--- src/cwm_pkg.sv ---
`default_nettype none

package cwm_pkg;

    // Sizing
    localparam int PATTERN_MAX    = 48;
    localparam int OFFSET_BITS    = 20;
    localparam int NUM_WORDS      = 6;
    localparam int WORD_BITS      = 64;
    localparam int LENGTH_BITS    = 6;
    localparam int CFG_INDEX_BITS = 3;
    localparam int LEN_BITS       = $clog2(PATTERN_MAX + 2);
    localparam int NUM_CELLS      = PATTERN_MAX + 1;

    // Register map
    localparam logic [CFG_INDEX_BITS-1:0] REG_PATTERN_LENGTH = 3'd6;
    localparam logic [CFG_INDEX_BITS-1:0] REG_MATCH_MODE     = 3'd7;

    // Character codes
    localparam logic [7:0] CHAR_PERIOD   = 8'h2E;
    localparam logic [7:0] CHAR_QUESTION = 8'h3F;
    localparam logic [7:0] CHAR_SPACE    = 8'h20;
    localparam logic [7:0] CHAR_HYPHEN   = 8'h2D;
    localparam logic [7:0] CHAR_UPPER_A  = 8'h41;
    localparam logic [7:0] CHAR_UPPER_Z  = 8'h5A;
    localparam logic [7:0] CASE_OFFSET   = 8'h20;

    // History held by one cell
    typedef struct packed {
        logic [7:0]             ch;
        logic [OFFSET_BITS-1:0] sent;
    } cell_data_t;

    // Per-cell view of the configuration
    typedef struct packed {
        logic [7:0] pat_byte;
        logic       in_use;
        logic       tap_sent;
        logic       tap_prev;
    } cell_ctrl_t;

    // Per-cell contribution to the hit decision
    typedef struct packed {
        logic                   mismatch;
        logic                   sep_hit;
        logic [OFFSET_BITS-1:0] sent_tap;
    } cell_stat_t;

    // Map ASCII upper case onto lower case, leave every other byte alone
    function automatic logic [7:0] fold_case(input logic [7:0] c);
        logic [7:0] r;
        r = c;
        if (c >= CHAR_UPPER_A && c <= CHAR_UPPER_Z)
        begin
            r = c + CASE_OFFSET;
        end
        return r;
    endfunction

endpackage

`default_nettype wire

--- src/cwm_config.sv ---
`default_nettype none

module cwm_config (
    input  wire logic                                  clk,
    input  wire logic                                  rst_n,
    input  wire logic                                  wr_en,
    input  wire logic [cwm_pkg::CFG_INDEX_BITS-1:0]    wr_index,
    input  wire logic [cwm_pkg::WORD_BITS-1:0]         wr_data,
    output logic [cwm_pkg::PATTERN_MAX-1:0][7:0]       pattern_aligned,
    output logic [cwm_pkg::LEN_BITS-1:0]               len_eff,
    output logic                                       all_mode
);

    logic [cwm_pkg::WORD_BITS-1:0]   word_reg [cwm_pkg::NUM_WORDS];
    logic [cwm_pkg::LENGTH_BITS-1:0] length_reg;
    logic                            mode_reg;

    logic [cwm_pkg::PATTERN_MAX-1:0][7:0] pat_bytes;
    logic [cwm_pkg::PATTERN_MAX*8-1:0]    rev_vec;
    logic [cwm_pkg::LEN_BITS-1:0]         shift_bytes;

    // Register writes
    always_ff @(posedge clk or negedge rst_n)
    begin
        if (!rst_n)
        begin
            for (int w = 0; w < cwm_pkg::NUM_WORDS; w++)
            begin
                word_reg[w] <= '0;
            end
            length_reg <= cwm_pkg::LENGTH_BITS'(1);
            mode_reg   <= 1'b0;
        end
        else if (wr_en)
        begin
            case (wr_index)
                cwm_pkg::REG_PATTERN_LENGTH: length_reg <= wr_data[cwm_pkg::LENGTH_BITS-1:0];
                cwm_pkg::REG_MATCH_MODE:     mode_reg   <= wr_data[0];
                default:                     word_reg[wr_index] <= wr_data;
            endcase
        end
    end

    // Unpack pattern bytes; bytes beyond the words read as zero
    for (genvar j = 0; j < cwm_pkg::PATTERN_MAX; j++)
    begin : g_byte
        if (j < cwm_pkg::NUM_WORDS * 8)
        begin : g_held
            assign pat_bytes[j] = word_reg[j / 8][8 * (j % 8) +: 8];
        end
        else
        begin : g_pad
            assign pat_bytes[j] = 8'h00;
        end
        assign rev_vec[8 * j +: 8] = pat_bytes[cwm_pkg::PATTERN_MAX - 1 - j];
    end

    // Clamp the length into 1..PATTERN_MAX
    always_comb
    begin
        if (length_reg == '0)
        begin
            len_eff = cwm_pkg::LEN_BITS'(1);
        end
        else if ({1'b0, length_reg} > (cwm_pkg::LENGTH_BITS + 1)'(cwm_pkg::PATTERN_MAX))
        begin
            len_eff = cwm_pkg::LEN_BITS'(cwm_pkg::PATTERN_MAX);
        end
        else
        begin
            len_eff = cwm_pkg::LEN_BITS'(length_reg);
        end
    end

    // Align so that cell k sees pattern byte len-1-k
    assign shift_bytes     = cwm_pkg::LEN_BITS'(cwm_pkg::PATTERN_MAX) - len_eff;
    assign pattern_aligned = rev_vec >> {shift_bytes, 3'b000};
    assign all_mode        = mode_reg;

endmodule

`default_nettype wire
--- config.mk ---
export PLATFORM = sky130hd
export DESIGN_NAME = cwm_config
export DESIGN_NICKNAME = d
export VERILOG_FILES = /design/src/cwm_pkg.sv /design/src/cwm_config.sv
export SDC_FILE = /design/constraint.sdc
export NUM_CORES = 2
export LEC_CHECK = 0
export ABC_CLOCK_PERIOD_IN_PS = 5700
export BUFFER_PORTS_ARGS = -buffer_cell sky130_fd_sc_hd__buf_2
export CORE_MARGIN = 3
export CORE_UTILIZATION = 60
export DETAILED_ROUTE_END_ITERATION = 8
export PLACE_DENSITY = 0.79
export SLEW_MARGIN = 40
export SYNTH_ARGS = -nofsm -noshare
export SYNTH_HDL_FRONTEND = slang
export SYNTH_SLANG_ARGS = --single-unit
--- constraint.sdc ---
create_clock -name clk -period 5.7 [get_ports clk]
set_input_delay 0.57 -clock clk [delete_from_list [all_inputs] [get_ports clk]]
set_output_delay 0.57 -clock clk [all_outputs]
set_load 0.1 [all_outputs]
# Yosys cells after proc, flatten, opt, wreduce, memory -nomap -nowiden
# Cells that the tools add are included.
# Widths: inputs -> output; s select.
dict set report classes {
  add_sub_neg 1
  mul 0
  n_div 0
  magnitude_cmp 3
  eq_ne 2
  shift 1
  n_mux 5
  n_bitwise 2
  reduce_logical 6
}
# operator n
set op_table {}
lappend op_table {{$bwmux 384} 1}
lappend op_table {{$shr 384x9->384} 1}
lappend op_table {{$demux 64 s3} 1}
lappend op_table {{$mux 64} 1}
lappend op_table {{$mux 6} 2}
lappend op_table {{$eq 3x3->1 const B} 2}
lappend op_table {{$gt 6x6->1 const B} 1}
lappend op_table {{$logic_not 6->1} 1}
lappend op_table {{$reduce_and 2->1} 3}
lappend op_table {{$sub 6x6->6 const A} 1}
lappend op_table {{$ge 4x4->1 const B} 1}
lappend op_table {{$lt 4x1->1 const B} 1}
lappend op_table {{$not 3->4} 1}
lappend op_table {{$reduce_or 2->1} 1}
lappend op_table {{$logic_and 1x1->1} 1}
lappend op_table {{$not 1->1} 1}
dict set report totals {
  register_bits 391
  latchBits 0
  ramBits 0
  romBits 0
  inputBits 70
  wordCells 28
  memories 0
}

# Logic depth before layout (Yosys ltp)
dict set report depth {
  word_depth 6
  ltp_mapped 19
  depth_no_buf 11
}

# Worst setup path before layout
# OpenSTA, ideal clock, no wires.
dict set report synth_timing {
  path_kind {register to output}
  from {register length_reg[1] (netlist name)}
  to {output pattern_aligned[126] (netlist name)}
  arrival_ns 5.994
  slack_ns -0.864
  path_stages_with_launch 19
  n_path_buf 9
  path_cell_list {dfrtp_1 -> or3_4 -> o21ai_4 -> inv_2 -> buf_6 -> buf_6 -> buf_2 -> buf_2 -> ha_1 -> buf_2 -> buf_4 -> buf_2 -> buf_1 -> buf_1 -> mux4_2 -> a22oi_1 -> nand2_1 -> nor2_1 -> a311oi_1}
}
# item line_no
set synth_rtl {}
lappend synth_rtl {{start: declaration} cwm_config.sv:15} ;# logic [cwm_pkg::LENGTH_BITS-1:0] length_reg;
lappend synth_rtl {{start signal: assignment} cwm_config.sv:31} ;# length_reg <= cwm_pkg::LENGTH_BITS'(1);
lappend synth_rtl {{start signal: assignment} cwm_config.sv:37} ;# cwm_pkg::REG_PATTERN_LENGTH: length_reg <= wr_data[cwm_pkg::LENGTH_BITS-1:0];
lappend synth_rtl {{end: declaration} cwm_config.sv:9} ;# output logic [cwm_pkg::PATTERN_MAX-1:0][7:0] pattern_aligned,

==> run metrics <==
post-synthesis mux area share 41.39%; first-pass GRT wire length approximately 240,000 um; terminus of the critical flop-to-flop path pat_bytes[0]$_DFFE_PN0P_; initial drt markers 6,327; gr ovfl total 0; Rows roughly 90; initial core utilization approximately three fifths; syn_nets approximately 3,500; ys flop type dfrtp_1; setup TNS -0.1298 ns; outcome complete, but fails checks; largest family of logic cells by synthesized area multiplexers; pin count of the biggest net entering global routing 157; Slowest-stage cell, CP o21ai_1; cells after synthesis 3,422; Clock transition at path regs ~0.06 ns; Slew Limit Fails 0; Synth cell types 73; root buffer cell clkbuf_16; Detailed Place HPWL ~110,000 um; Post-DRT Antenna Nets 0; yosys synthesis warning count 0; CTS tree yes; final-report hold violation count 0; worst relative slew slack between 30% and 40%; initial antenna violation count 16; final net count around 3,700; Achievable Freq 0.1729 GHz; core area just under 60,000 um2; startpoint type of the worst setup path flop; RSZ-0062 raised after global routing true; # setup viols final 3; CP cell instances or3_4, o21ai_4, inv_6, ha_4, xor2_4, nand2_1, buf_4, nor2_4, nand2_1, o21ai_1, buf_12; wire per inst 36.15 um; register bit total from synthesis slightly below 400; final worst slack -0.08225 ns; die width between 200 and 250 um; Die Ht about 250 um; WP depth 11; violated checks design-rule violations, negative setup slack; Largest register FFs 384; Area contributors post-synth dfrtp_1, mux4_2, mux2_2; Bufs and invs on worst path 3; Post-Syn Area between 30,000 and 40,000 um2; hold path depth 2; sequential area share after synthesis about 28%; Setup crit end kind primary output; Port Buffer Count 460; Synth Area in Compound Gates between 10% and 20%; adder-cell share of the synthesized area less than 1%; Sinks on Clock Net 391; via count 35,951; area share of the largest cell type after synthesis between 20% and 30%; Avg Synthesized Cell Area 10.36 um2; total routed wirelength roughly 160,000 um; data required time at the worst endpoint a little over 5 ns; Max Buffers Root-to-Sink 3; Synth Area in XOR/XNOR less than 1%; share of cells above drive strength 1 about two fifths; fin crit share 101.4%; Worst Hold End pat_bytes[288]$_DFFE_PN0P_; delay of the slowest cell on the worst path approximately 0.74 ns; Die ar. roughly 62,000 um2; DR vias/cell ~8; worst r2r src pat_bytes[0]$_DFFE_PN0P_; hold crit path type input pin to flop; Simple-Gate Fraction of Synth Area 10.86%; worst-case register-to-register setup slack around 4.7 ns; hold path startpoint wr_data[32]; Clock Skews 0 ns; number of synthesized flops with an enable pin 0; area grow syn2layout 26.02%; Synth async-reset ratio 100.0%; worst skew pair latency 0.63 ns; total CTS buffers 46; pin slew with the least headroom to its limit roughly 0.99 ns; CTS H-tree lvls 2; first-pass iteration count of the detailed router 9; post-synth top area cell dfrtp_1; critical path type flop to primary output; most frequent CP cell nand2_1; post-route minimum period about 5.8 ns; io pins ~460; Max Cap Violations 0; CP Launch Point length_reg[5]$_DFFE_PN0P_; DRC 14; Reg2Reg Depth 1; vias in the first global route around 34,000; crit-path max FO 12; top post-synthesis cells by count nand2_1, mux2_2, dfrtp_1; Largest delay share family, worst path simple AND/OR/NAND/NOR gates; Global Route Usage Sum 50.63%; RePlAce Congestion around 1.0; WP data arrival around 5.2 ns; top-count cell post-synth nand2_1
==> layout make-up <==
type | count | area, um2
tap | 765 | 957.2
fill | 3649 | 13370
timing repair buffer | 557 | 7818
antenna | 8 | 20.02
inverter | 3 | 17.52
clock inverter | 25 | 352.8
multi-input combinational | 2675 | 24420
clock buffer | 59 | 1291
sequential | 391 | 9786
==> timing repair <==
| item | CTS | global route |
|---|---|---|
| hold buffers | 1 | 0 |
| setup endpoints to repair | 0 | 5 |
| setup buffers | 0 | 0 |
| endpoints found under the hold margin | 37 | 0 |
| resized for setup | 0 | 4 |
==> per-stage QoR <==
step           cells  hold WS, ns  instance area, um2  util, %  setup WS (ns)
6_report        4483       0.2646               44660    76.97       -0.08225
2_1_floorplan   3422       0.2744               35730        -        -0.6347
3_3_place_gp    4385       0.4650               42770    73.71         0.9196
3_5_place_dp    4387       0.4726               42870    73.88         0.8371
4_1_cts         4472       0.2565               44520    76.73         0.1557
5_1_grt         4477       0.2746               44650    76.94      -0.001880
==> cell usage in the layout, fill, tap and decap left out, types with 11 or more instances in the layout <==
master / count
a211o_1: 11
a211oi_2: 15
a21oi_1: 132
a221o_1: 41
a22o_1: 17
a22oi_1: 225
a2bb2oi_1: 11
a31oi_1: 20
and2_1: 64
and3_1: 20
buf_12: 309
buf_2: 164
buf_4: 66
clkbuf_16: 47
dfrtp_1: 390
mux2_2: 399
mux2i_1: 283
mux4_2: 326
nand2_1: 461
nand3_1: 67
nor2_1: 194
nor3_2: 28
o211ai_1: 28
o21ai_0: 54
o21ai_1: 57
o221ai_1: 12
o221ai_2: 11
o22ai_1: 51
==> logic make-up (layout without fill, tap and decap cells) <==
group	after synthesis	after routing
AOI/OAI and AO/OA	767	767
xor gates and xnor gates	3	3
adders and majority gates	1	1
buffers and inverters	356	644
DFF	391	391
muxes	1008	1008
other	0	8
and+or+nand+nor	896	896
==> metal layers <==
| layer | up-vias | global-route usage, % | routed length [um] |
|---|---|---|---|
| met1 | 17305 | 63.82 | 53900 |
| met5 | - | 1.776 | 481 |
| li1 | 13810 | - | - |
| met2 | 3842 | 71.31 | 66930 |
| met3 | 968 | 23.83 | 28120 |
| met4 | 26 | 29.19 | 12610 |
==> how the worst max path moves through the flow <==
| stage | end | slack (ns) |
|---|---|---|
| CTS | pattern_aligned[47] | 0.16 |
| detailed placement | pattern_aligned[268] | 0.84 |
| global route | pattern_aligned[38] | -0.002 |
| global placement | pattern_aligned[47] | 0.92 |
| floorplan | pattern_aligned[11] | -0.63 |
| finish | pattern_aligned[246] | -0.08 |
Power is not shown: default switching activity piles up to over one toggle a cycle in this logic, so the estimate is an artifact.
