### config.mk
export PLATFORM = sky130hd
export DESIGN_NAME = cwm_cell
export DESIGN_NICKNAME = d
export VERILOG_FILES = /design/src/cwm_pkg.sv /design/src/cwm_cell.sv
export SDC_FILE = /design/constraint.sdc
export NUM_CORES = 1
export LEC_CHECK = 0
export ABC_AREA = 1
export BUFFER_PORTS_ARGS = -buffer_cell sky130_fd_sc_hd__buf_2
export CAP_MARGIN = 10
export CORE_ASPECT_RATIO = 1.2
export CORE_UTILIZATION = 44
export CTS_CLUSTER_DIAMETER = 30
export DETAILED_ROUTE_END_ITERATION = 8
export PLACE_DENSITY = 0.88
export RECOVER_POWER = 25
export SLEW_MARGIN = 20
export SYNTH_ARGS = -nofsm -noshare
export SYNTH_HDL_FRONTEND = slang
export SYNTH_SLANG_ARGS = --single-unit
export TNS_END_PERCENT = 10
### constraint.sdc
create_clock -name clk -period 1.4 [get_ports clk]
set_input_delay 0.14 -clock clk [delete_from_list [all_inputs] [get_ports clk]]
set_output_delay 0.14 -clock clk [all_outputs]
set_load 0.02 [all_outputs]
### src/cwm_pkg.sv
`default_nettype none

package cwm_pkg;

    // Sizing
    localparam int PATTERN_MAX    = 48;
    localparam int OFFSET_BITS    = 20;
    localparam int NUM_WORDS      = 6;
    localparam int WORD_BITS      = 64;
    localparam int LENGTH_BITS    = 6;
    localparam int CFG_INDEX_BITS = 3;
    localparam int LEN_BITS       = $clog2(PATTERN_MAX + 2);
    localparam int NUM_CELLS      = PATTERN_MAX + 1;

    // Register map
    localparam logic [CFG_INDEX_BITS-1:0] REG_PATTERN_LENGTH = 3'd6;
    localparam logic [CFG_INDEX_BITS-1:0] REG_MATCH_MODE     = 3'd7;

    // Character codes
    localparam logic [7:0] CHAR_PERIOD   = 8'h2E;
    localparam logic [7:0] CHAR_QUESTION = 8'h3F;
    localparam logic [7:0] CHAR_SPACE    = 8'h20;
    localparam logic [7:0] CHAR_HYPHEN   = 8'h2D;
    localparam logic [7:0] CHAR_UPPER_A  = 8'h41;
    localparam logic [7:0] CHAR_UPPER_Z  = 8'h5A;
    localparam logic [7:0] CASE_OFFSET   = 8'h20;

    // History held by one cell
    typedef struct packed {
        logic [7:0]             ch;
        logic [OFFSET_BITS-1:0] sent;
    } cell_data_t;

    // Per-cell view of the configuration
    typedef struct packed {
        logic [7:0] pat_byte;
        logic       in_use;
        logic       tap_sent;
        logic       tap_prev;
    } cell_ctrl_t;

    // Per-cell contribution to the hit decision
    typedef struct packed {
        logic                   mismatch;
        logic                   sep_hit;
        logic [OFFSET_BITS-1:0] sent_tap;
    } cell_stat_t;

    // Map ASCII upper case onto lower case, leave every other byte alone
    function automatic logic [7:0] fold_case(input logic [7:0] c);
        logic [7:0] r;
        r = c;
        if (c >= CHAR_UPPER_A && c <= CHAR_UPPER_Z)
        begin
            r = c + CASE_OFFSET;
        end
        return r;
    endfunction

endpackage

`default_nettype wire

### src/cwm_cell.sv
`default_nettype none

module cwm_cell (
    input  wire logic               clk,
    input  wire logic               rst_n,
    input  wire logic               shift_en,
    input  wire logic               clear,
    input  wire cwm_pkg::cell_data_t data_in,
    input  wire cwm_pkg::cell_ctrl_t ctrl,
    output cwm_pkg::cell_data_t     data_out,
    output cwm_pkg::cell_stat_t     stat
);

    cwm_pkg::cell_data_t data_reg;
    cwm_pkg::cell_data_t data_next;

    // Take the neighbor's entry on each item, drop history at a new text
    always_comb
    begin
        data_next = data_reg;
        if (shift_en)
        begin
            data_next = clear ? '0 : data_in;
        end
    end

    always_ff @(posedge clk or negedge rst_n)
    begin
        if (!rst_n)
        begin
            data_reg <= '0;
        end
        else
        begin
            data_reg <= data_next;
        end
    end

    assign data_out = data_reg;

    // Compare against the aligned pattern byte and offer the tapped values
    always_comb
    begin
        stat.mismatch = ctrl.in_use &&
            (cwm_pkg::fold_case(data_reg.ch) != cwm_pkg::fold_case(ctrl.pat_byte));
        stat.sep_hit  = ctrl.tap_prev &&
            (data_reg.ch == cwm_pkg::CHAR_SPACE || data_reg.ch == cwm_pkg::CHAR_HYPHEN);
        stat.sent_tap = ctrl.tap_sent ? data_reg.sent : '0;
    end

endmodule

`default_nettype wire

# Word level (Yosys, flattened, before mapping)
# Index checks and enable logic that the tools add are counted.
dict set report op_classes {
  addsub 2
  magnitude_cmp 4
  n_eq_ne 3
  muxes 4
  n_reduce_logical 5
}
# cell count
set ops {}
lappend ops {{2-to-1 mux 28 bit} 1}
lappend ops {{2-to-1 mux 20 bit} 1}
lappend ops {{adder 8 x 6 -> 8 bit, second input constant} 2}
lappend ops {{equality test 8 x 6 -> 1 bit, second input constant} 2}
lappend ops {{>= comparator 8 x 7 -> 1 bit, second input constant} 2}
lappend ops {{<= comparator 8 x 7 -> 1 bit, second input constant} 2}
lappend ops {{2-to-1 mux 8 bit} 2}
lappend ops {{!= test 8 bit} 1}
lappend ops {{logical AND 1 bit} 4}
lappend ops {{logical OR 1 bit} 1}
dict set report word_totals {
  register_bits 28
  input_bits 43
  out_inout_bits 50
  elab_cells 20
}

# Logic depth before layout (Yosys ltp)
# Gate-level depths: netlist of run 1.
dict set report logic_depth {
  depth_word 5
  mapped_depth 12
  depth_no_buf 12
}

# Worst setup path after synthesis of run 1
# No wires, ideal clock.
dict set report synth_path {
  kind {register to output}
  startpoint {register data_reg, in the netlist data_out[26]}
  endpoint {output stat[21] in the netlist's numbering}
  arrival_time_ns 1.460
  t_required_ns 1.260
  setup_slack_ns -0.200
  path_stages_with_launch 11
  n_path_buf 0
  cell_sequence {dfrtp_1 > nand2_1 > nor3_2 > nand2_1 > nand2_2 > nand3_1 > nand2_1 > nand2_1 > nand3_1 > nor2_1 > nor2_1}
}
# item line_no
set synth_lines {}
lappend synth_lines {{start, declared} cwm_cell.sv:14} ;# cwm_pkg::cell_data_t data_reg;
lappend synth_lines {{start signal, assigned} cwm_cell.sv:35} ;# data_reg <= data_next;
lappend synth_lines {{end, declared} cwm_cell.sv:11} ;# output cwm_pkg::cell_stat_t stat

==> metrics.md, run 1 <==
| Metric | Value |
|---|---|
| Post-Syn Instances | roughly 240 |
| RD Place Congestion | ~0.84 |
| Initial antenna violation count | 0 |
| CTS H-tree lvls | 1 |
| Via/cell ratio | 4.78 |
| Wire per inst | between 10 and 15 um |
| Minimum clock period | between 1500 and 2000 ps |
| Multi-input gate area | ~770 sq um |
| RSZ-0062 raised after global routing | true |
| Ports | 93 |
| Largest net degree at the start of global routing | 35 |
| Most common cell after layout, fill and taps aside | buf_2 |
| Finished Layout Cells | 393 |
| Worst setup margin | -508 ps |
| Antenna fix cells | 0 |
| Worst relative slew slack | 0.462 |
| Cells along the critical path | nor3_2 > nand2_1 > nand2_2 > nand2_1 > nand2_1 > nand2_1 > nand2_1 > nand3_2 > nor2_2 > nor2_2 > buf_6 |
| Placed cell count | roughly 390 |
| Final Hold Fails | 0 |
| Synthesized net count | 287 |
| Crit end category | output pin |
| Outcome | finished with violations |
| Layout area overhead | 43.7% |
| CP peak stage delay | approximately 500 ps |
| Post-layout nets | roughly 390 |
| Post-route ant nets | 0 |
| Clock power frac | 0.237 |
| Hold slack | 100 ps |
| Worst-case clock skew | 0 ps |
| Vias in the first global route | 1,727 |
| Combinational Power Share | 0.299 |
| CTS tree | yes |
| Syn avg cell area | 6.93 sq um |
| Maxcap violations | 0 |
| CTS max path bufs | 2 |
| Die Y | between 60 and 70 um |
| Finish-stage setup viols | 2 |
| Reg power frac | 0.464 |
| WP data required | 1260 ps |
| Die Wd | 58.4 um |
| Post-place setup slack | -148 ps |
| Tot GR Track Use | 0.215 |
| Number of port buffers | 92 |
| Tot Pwr | 2.05 mW |
| Tightest Pin Transition | around 810 ps |
| Final-layout fill cell count | 320 |
| Highest-count cells in the layout ignoring fill and taps | buf_2 (90), inv_1 (59), nand2_1 (43) |
| Worst skew pair latency | between 200 and 300 ps |
| Yosys reg bits | 28 |
| Sw frac | 0.334 |
| Fin. max-slew vios | 0 |
| Setup Crit Path Kind | flop to output pin |
| Area of the die | 0.00406 sq mm |
| Most Frequent Cell on Critical Path | nand2_1 |
| Peak Freq | about 520 MHz |
| 1st-pass router iterations | 4 |
| Remaining global-route overflow | 0 |
| Share of cells above drive strength 1 | 0.396 |
| VDD IR max | between 0.6 and 0.7 mV |
| P per Cell Area | around 850 mW/mm^2 |
| Synth warn | 0 |
| Critical path's slowest cell | dfrtp_2 |
| Final Util | 0.663 |
| Starting Density | 0.461 |
| DR vias | 1,878 |
| FF+latch area | between 700 and 800 sq um |
| Clock Sinks | 28 |
| Clk pin slew, worst setup/hold paths | about 90 ps |
| Crit path DAT | around 1800 ps |
| Design Area, Final | 0.00241 sq mm |
| Violations in the final reports | negative setup slack |
| Cell Rows | 24 |
| Number of CTS-inserted buffers | 3 |
| WL final | 4.28 mm |
| Max FO, Critical Path | 7 |
| Max reg flops | 28 |
| CP Launch Type | flop |
| Core box area | 0.00363 sq mm |
| DP Area | between 0.002 and 0.0025 sq mm |
| First-pass GRT wire length | between 7 and 8 mm |
| DR iter-0 viols | slightly above 80 |
| Int Pwr | approximately 1.4 mW |
| Post-DP HPWL | 3.18 mm |
| Cell variety after synth | 22 |
| Post-Syn Area | about 0.0017 sq mm |
| Root buffer cell | clkbuf_8 |
| Worst min-delay path class | input port to flop |
| # DRC | 0 |
| Sw power | 686 uW |
| Fin crit share | 1.36 |
| Part of the Yosys area used for sequential elements | 0.418 |
| Static leakage | 1.48 nW |
| Fin Setup TNS | -543 ps |
==> power groups by stage <==
stage | Combinational (mW) | Clock, mW | Sequential [mW]
2_1_floorplan | 0.256 | 0 | 1.03
3_3_place_gp | 0.567 | 0 | 0.952
3_5_place_dp | 0.582 | 0 | 0.957
4_1_cts | 0.588 | 0.497 | 0.942
5_1_grt | 0.681 | 0.540 | 0.966
6_report | 0.614 | 0.487 | 0.954
==> critical path, delay by kind of cell (launching register included) <==
| family | cells | cell delay [ps] |
|---|---|---|
| flops | 1 | 500 |
| buf+inv | 1 | 120 |
| simple gates | 10 | 880 |
==> repair_timing <==
item / in CTS / in global routing
pin swaps: 9 / 7
setup buffers: 0 / 3
hold endpoints to repair: 28 / 0
endpoints found under the setup margin: 2 / 2
resized for setup: 2 / 17
hold buffers: 1 / 0
==> cells in the mapped netlist <==
library cell  instances  area [sq um]
nor2_2                2          12.5
nand4_1               4          25.0
buf_2                 1          5.00
clkinv_1              1          3.75
nand2_2               2          12.5
inv_1                59           221
ha_1                  2          25.0
o21ai_1               1          5.00
dfrtp_1              28           701
nor3_2                3          30.0
a21oi_1               2          10.0
nand3_1              38           190
inv_2                 1          3.75
clkbuf_1              6          22.5
nand2_1              45           169
xor2_1                3          26.3
nor4_1                1          6.26
nor2_1               10          37.5
nand3_2               1          10.0
xnor2_1               1          8.76
buf_1                 3          11.3
o21ai_0              28           140
==> routing by layer <==
metal	share of wire	vias up	global-route usage
met5	0	-	0
met4	0.011	0	0.0556
met3	0.054	4	0.0299
met2	0.52	61	0.396
met1	0.41	870	0.254
li1	-	943	-
==> logic make-up after synthesis <==
kind of cell | Yosys count | share of synthesized area
AO/OA/AOI/OAI | 31 | 0.0925
adder cells (fa/ha/maj) | 2 | 0.0149
AND/OR/NAND/NOR | 106 | 0.294
flip-flops | 28 | 0.418
XOR/XNOR | 4 | 0.0209
buffers and inverters | 71 | 0.160
==> final timing paths <==
kind                               from      endpoint  slack [ps]  depth (start not counted)
max                        data_out[27]      stat[21]        -510                         11
min                         data_in[18]  data_out[18]         100                          3
max reg2reg                data_out[20]  data_out[20]         410                          4
min reg2reg                 data_out[6]   data_out[6]         550                          2
max in group asynchronous         rst_n  data_out[27]         420                          3
min in group asynchronous         rst_n   data_out[9]         510                          3
==> final cells by class <==
| type | count | share of cell area |
|---|---|---|
| tap | 52 | 0.0270 |
| timing repair buffer | 105 | 0.242 |
| multi-input combinational | 143 | 0.318 |
| sequential | 28 | 0.295 |
| inverter | 61 | 0.0951 |
| clock buffer | 4 | 0.0229 |
Power figures use the tool's default switching activity.
==> run 2, diff against run 1 <==
Settings changed: CORE_UTILIZATION 44 to 40, PLACE_DENSITY 0.88 to 0.85.
Clock period 1.4 ns to 1.6 ns, I/O delays scaled along.
==> run 2 against run 1 <==
The run still ends with negative setup slack left; sequential cell count is the same; critical path depth is the same; die area grew 9.7%; non-clock buffer count shrank 6; global-route usage shrank 2.6 points; register-to-register slack gained 280 ps; utilization shrank 7.8 points; setup slack gained 250 ps; first-iteration DRC count shrank 2.5%; sequential share of layout area grew 1.1 points; via count shrank 3.6%; final cell count shrank 1.3%.
==> metrics.md, run 2 (synthesis results as in run 1) <==
| Metric | Value |
|---|---|
| Core box area | 0.00397 sq mm (+9.3%) |
| Placed cell count | 381 (-1.0%) |
| Remaining global-route overflow | 0 (unchanged) |
| Post-DP HPWL | 3.02 mm (-4.8%) |
| Antenna fix cells | 0 (unchanged) |
| R2r startpoint | data_out[25] |
| P per Cell Area | 734 mW/mm^2 (-14%) |
| Initial antenna violation count | 0 (unchanged) |
| Violations in the final reports | negative setup slack |
| Max FO, Critical Path | 7 (unchanged) |
| DR iter-0 viols | 79 (-2.5%) |
| Worst min-delay path class | input port to flop |
| Worst-case clock skew | 0 ps (unchanged) |
| CTS tree | yes |
| Outcome | finished with violations |
| FF+latch area | 709 sq um (unchanged) |
| RD Place Congestion | 0.892 (+6.6%) |
| Post-layout nets | 381 (-1.6%) |
| Peak Freq | about 540 MHz |
| Fin. max-slew vios | 0 (unchanged) |
| Via/cell ratio | 4.67 (-2.3%) |
| Hold path startpoint | data_in[12] |
| Static leakage | 1.43 nW (-3.3%) |
| Hold slack | 123 ps (+22.9 ps) |
| Worst setup margin | -259 ps (+250 ps) |
| Worst R2R End | data_out[25] |
| Cell Rows | 25 (+4.2%) |
| Ports | 93 (unchanged) |
| Multi-input gate area | 741 sq um (-3.4%) |
| VDD IR max | 0.435 mV (-29%) |
| 1st-pass router iterations | 4 (unchanged) |
| WP data required | 1440 ps (+180 ps) |
| Starting Density | 0.422 (-0.0394) |
| CTS H-tree lvls | 1 (unchanged) |
| Clock Sinks | 28 (unchanged) |
| DP Area | 0.00220 sq mm (-2.3%) |
| Root buffer cell | clkbuf_8 |
| Fin crit share | 1.16 |
| Crit end category | output pin |
| Setup Crit Path Kind | flop to output pin |
| Post-place setup slack | 12.4 ps (+161 ps) |
| Share of cells above drive strength 1 | 0.386 (-0.00967) |
| Area of the die | 0.00446 sq mm (+9.7%) |
| Most common cell after layout, fill and taps aside | buf_2 |
| Worst R2R Setup Slack | 690 ps (+280 ps) |
| WL final | 4.16 mm (-3.0%) |
| Tot Pwr | 1.70 mW (-17%) |
| CP Launch Type | flop |
| Die Wd | 61.1 um (+4.7%) |
| Hold depth | 3 (unchanged) |
| First-pass GRT wire length | 6.34 mm (-9.8%) |
| Maxcap violations | 0 (unchanged) |
| Highest-count cells in the layout ignoring fill and taps | buf_2 (91), inv_1 (59), nand2_1 (40) |
| Worst skew pair latency | 260 ps (about the same) |
| DR vias | 1,811 (-3.6%) |
| Worst reg-to-reg path cell count | 3 (-1) |
| Max reg flops | 28 (unchanged) |
| Hold endpoint | data_out[12] |
| Finished Layout Cells | 388 (-1.3%) |
| Number of CTS-inserted buffers | 3 (unchanged) |
| Final Util | 0.585 (-0.0783) |
| Wire per inst | 10.7 um (-1.7%) |
| Finish-stage setup viols | 1 (-1) |
| # DRC | 0 (unchanged) |
| Clk pin slew, worst setup/hold paths | 90 ps (about the same) |
| Final-layout fill cell count | 392 (+23%) |
| Worst relative slew slack | 0.454 (-0.00837) |
| RSZ-0062 raised after global routing | true |
| Minimum clock period | between 1500 and 2000 ps |
| Fin Setup TNS | -259 ps (+284 ps) |
| Design Area, Final | 0.00232 sq mm (-3.6%) |
| Vias in the first global route | 1,578 (-8.6%) |
| Tot GR Track Use | 0.188 (-0.0263) |
| Largest net degree at the start of global routing | 34 (-2.9%) |
| Final Hold Fails | 0 (unchanged) |
| Layout area overhead | 38.5% |
| Post-route ant nets | 0 (unchanged) |
| Number of port buffers | 92 (unchanged) |
| Die Y | 72.9 um (+4.7%) |
| Crit path DAT | 1700 ps (-70 ps) |
| CTS max path bufs | 2 (unchanged) |
| Tightest Pin Transition | 818 ps (+12.5 ps) |
[run 2: changes by cell type in the layout (fill, tap and decap cells not counted), sizes merged]
cell | previous run | this run
buf | 103 | 98
clkbuf | 5 | 3
[run 2: layout make-up]
type / count / area share
multi-input combinational: 143 / 0.319
clock buffer: 3 / 0.0178
inverter: 61 / 0.0986
sequential: 28 / 0.305
timing repair buffer: 99 / 0.230
tap: 54 / 0.0291
[run 2: worst max path at each step]
stage                     cells past startpoint          from  endpoint
final                                        11  data_out[23]  stat[21]
after global routing                         11  data_out[23]  stat[21]
after CTS                                    12  data_out[21]  stat[21]
after detailed placement                     11  data_out[27]  stat[21]
after global placement                       11  data_out[27]  stat[21]
after floorplan                              10  data_out[26]  stat[21]
[run 2: layer usage]
| metal | global-route usage | wire length [um] | up-vias |
|---|---|---|---|
| li1 | - | - | 927 |
| met1 | 0.228 | 1720 | 822 |
| met4 | 0.0505 | 14 | 0 |
| met5 | 0 | 0 | - |
| met3 | 0.0319 | 241 | 2 |
| met2 | 0.336 | 2180 | 60 |
[run 2: worst max-delay path: stages, from the launching register on]
cell and delay, ps:
dfrtp_2 470, nor2_2 150, nand2_2 80, nor2_2 100
nor2_2 60, nand3_1 100, nand2_1 70, nand2_1 80
nand3_2 70, nor2_2 90, nor2_2 40, buf_6 120
[run 2: report_power, final]
| part | internal, mW | total (mW) | switching, mW |
|---|---|---|---|
| clock | 0.168 | 0.357 | 0.189 |
| combinational | 0.196 | 0.518 | 0.322 |
| sequential | 0.766 | 0.829 | 0.0630 |
[run 2: timing repair]
action                                 4_1_cts  5_1_grt
hold buffers                                 1        0
setup buffers                                3        0
endpoints found under the hold margin       28        0
pin swaps                                    5        4
setup endpoints to repair                    1        2
gates resized for setup                      8       13
==> run 3, diff against run 2 <==
Settings changed: HOLD_SLACK_MARGIN from default to 0.15.
==> run 3 against run 2 <==
The flow still finishes with violations (negative setup slack); hold slack gained 30 ps; global-route usage rose by 2.8 points; via count up 6.8%; count of clock-buffer cells in the layout unchanged; critical path type unchanged; highest routed layer unchanged.
==> metrics.md, run 3 (synthesis results as in run 1) <==
| Metric | Value |
|---|---|
| Outcome | finished with violations |
| Violations in the final reports | negative setup slack |
| Share of cells above drive strength 1 | 0.360 (-0.0261) |
| Root buffer cell | clkbuf_8 |
| Worst relative slew slack | 0.461 (+0.00720) |
| Highest-count cells in the layout ignoring fill and taps | buf_2 (90), inv_1 (58), nand2_1 (40) |
| Top delay family on crit path | simple AND/OR/NAND/NOR gates |
| Crit end category | output pin |
| DR iter-0 viols | 66 (-16%) |
| Fin crit share | 1.16 (about the same) |
| Layout area overhead | 53.7% |
| Initial antenna violation count | 0 (unchanged) |
| Finish-stage setup viols | 1 (unchanged) |
| Die Y | 72.9 um (unchanged) |
| Buf+Inv Stages, Crit Path | 1 (unchanged) |
| Most Frequent Cell on Critical Path | nor2_2 |
| Area of the die | 0.00446 sq mm (unchanged) |
| Post-route ant nets | 0 (unchanged) |
| CP Launch Type | flop |
| Final Util | 0.649 (+0.0643) |
| 1st-pass router iterations | 4 (unchanged) |
| Worst min-delay path class | input port to flop |
| Post-DP HPWL | 3.02 mm (unchanged) |
| Antenna fix cells | 0 (unchanged) |
| Final Hold Fails | 0 (unchanged) |
| Maxcap violations | 0 (unchanged) |
| Static leakage | 1.53 nW (+7.1%) |
| Remaining global-route overflow | 0 (unchanged) |
| Worst-case clock skew | 0 ps (unchanged) |
| Crit path DAT | 1700 ps (about the same) |
| Minimum clock period | 1860 ps (-0.866 ps) |
| Vias in the first global route | 1,808 (+15%) |
| CTS max path bufs | 2 (unchanged) |
| Die Wd | 61.1 um (unchanged) |
| Clk pin slew, worst setup/hold paths | 80 ps (about the same) |
| WP data required | 1440 ps (about the same) |
| Number of CTS-inserted buffers | 3 (unchanged) |
| First-pass GRT wire length | 7.25 mm (+14%) |
| DR vias | 1,935 (+6.8%) |
| Max FO, Critical Path | 7 (unchanged) |
| RD Place Congestion | 0.892 (unchanged) |
| Ports | 93 (unchanged) |
| RSZ-0062 raised after global routing | true |
| Tot GR Track Use | 0.216 (+0.0281) |
| Max reg flops | 28 (unchanged) |
| WL met3 | 197 um (-18%) |
| WL final | 4.66 mm (+12%) |
| Most common cell after layout, fill and taps aside | buf_2 |
| Worst skew pair latency | 260 ps (about the same) |
| Post-layout nets | 408 (+7.1%) |
| Clock Sinks | 28 (unchanged) |
| Met2 wire len | 2.62 mm (+20%) |
| Wire per inst | 11.2 um (+4.8%) |
| CTS H-tree lvls | 1 (unchanged) |
| Worst setup margin | -258 ps (+0.866 ps) |
| CP peak stage delay | 470 ps (about the same) |
| Tightest Pin Transition | 808 ps (-9.90 ps) |
| Fin Setup TNS | -258 ps (+0.866 ps) |
| VDD IR max | 0.441 mV (+1.3%) |
| Starting Density | 0.422 (unchanged) |
| Top layer in use | met4 |
| Peak Freq | 538 MHz (about the same) |
| Finished Layout Cells | 415 (+7.0%) |
| Number of port buffers | 92 (unchanged) |
| Cells along the critical path | nor2_2 > nand2_2 > nor2_2 > nor2_2 > nand3_1 > nand2_1 > nand2_1 > nand3_2 > nor2_2 > nor2_2 > buf_6 |
| CTS tree | yes |
| Largest net degree at the start of global routing | 34 (unchanged) |
| Cell Rows | 25 (unchanged) |
| Setup Crit Path Kind | flop to output pin |
| DRT met1 WL | 1.79 mm (+4.0%) |
| Critical path's slowest cell | dfrtp_2 |
| Placed cell count | 381 (unchanged) |
| # DRC | 0 (unchanged) |
| Via/cell ratio | 4.66 (-0.10%) |
| Fin. max-slew vios | 0 (unchanged) |
| P per Cell Area | 682 mW/mm^2 (-7.1%) |
| Core box area | 0.00397 sq mm (unchanged) |
-- run 3: cell types whose count changed in the layout (fill, tap and decap cells not counted) --
cell | before | now
clkbuf_2 | 0 | 1
dfrtp_2 | 7 | 8
inv_1 | 59 | 58
inv_2 | 1 | 2
buf_2 | 91 | 90
clkbuf_1 | 0 | 1
dfrtp_1 | 21 | 20
dlygate4sd3_1 | 1 | 28
buf_12 | 1 | 0
-- run 3: timing repair --
item,4_1_cts,5_1_grt
hold endpoints to repair,55,0
resized for setup,8,14
buffers inserted,3,0
pin swaps,5,4
hold buffers,28,0
endpoints found under the setup margin,1,2
-- run 3: path summary, 6_finish.rpt --
kind,start,end,cells after the start,slack [ps]
setup / recovery,data_out[23],stat[21],11,-260
setup reg to reg,data_out[25],data_out[25],3,670
max in group asynchronous,rst_n,data_out[27],2,720
hold / removal,data_in[1],data_out[1],3,150
hold reg to reg,data_out[0],data_out[0],2,560
min in group asynchronous,rst_n,data_out[6],2,450
-- run 3: where the power goes --
group / total [mW] / internal [mW] / leakage, nW / switching, mW
sequential: 0.830 / 0.766 / 0.353 / 0.0635
combinational: 0.568 / 0.234 / 1.16 / 0.334
clock: 0.359 / 0.168 / 0.0216 / 0.191
total: 1.76 / 1.17 / 1.53 / 0.588
-- run 3: cell type report --
type	instances	area [sq um]
tap	54	67.6
sequential	28	711
clock buffer	3	41.3
fill	360	1400
timing repair buffer	126	788
multi-input combinational	143	741
inverter	61	229
-- run 3: worst min-delay path, cell delays in order --
cell and delay, ps:
buf_2 70, nand3_1 60, o21ai_0 80
-- run 3: stage by stage --
| stage | cell area [sq um] | setup slack, ps | power, mW | hold WS [ps] |
|---|---|---|---|---|
| 5_1_grt | 2580 | -389 | 1.88 | 159 |
| 6_report | 2580 | -258 | 1.76 | 153 |
| 2_1_floorplan | 1680 | 63.4 | 1.12 | -136 |
| 3_5_place_dp | 2200 | 12.4 | 1.33 | 218 |
| 4_1_cts | 2560 | -244 | 1.76 | 150 |
| 3_3_place_gp | 2200 | 56.3 | 1.31 | 204 |
-- run 3: per-layer routing --
layer | vias up | GRT usage
met5 | - | 0
met4 | 0 | 0.0631
met3 | 6 | 0.0301
met2 | 63 | 0.414
met1 | 884 | 0.237
li1 | 982 | -
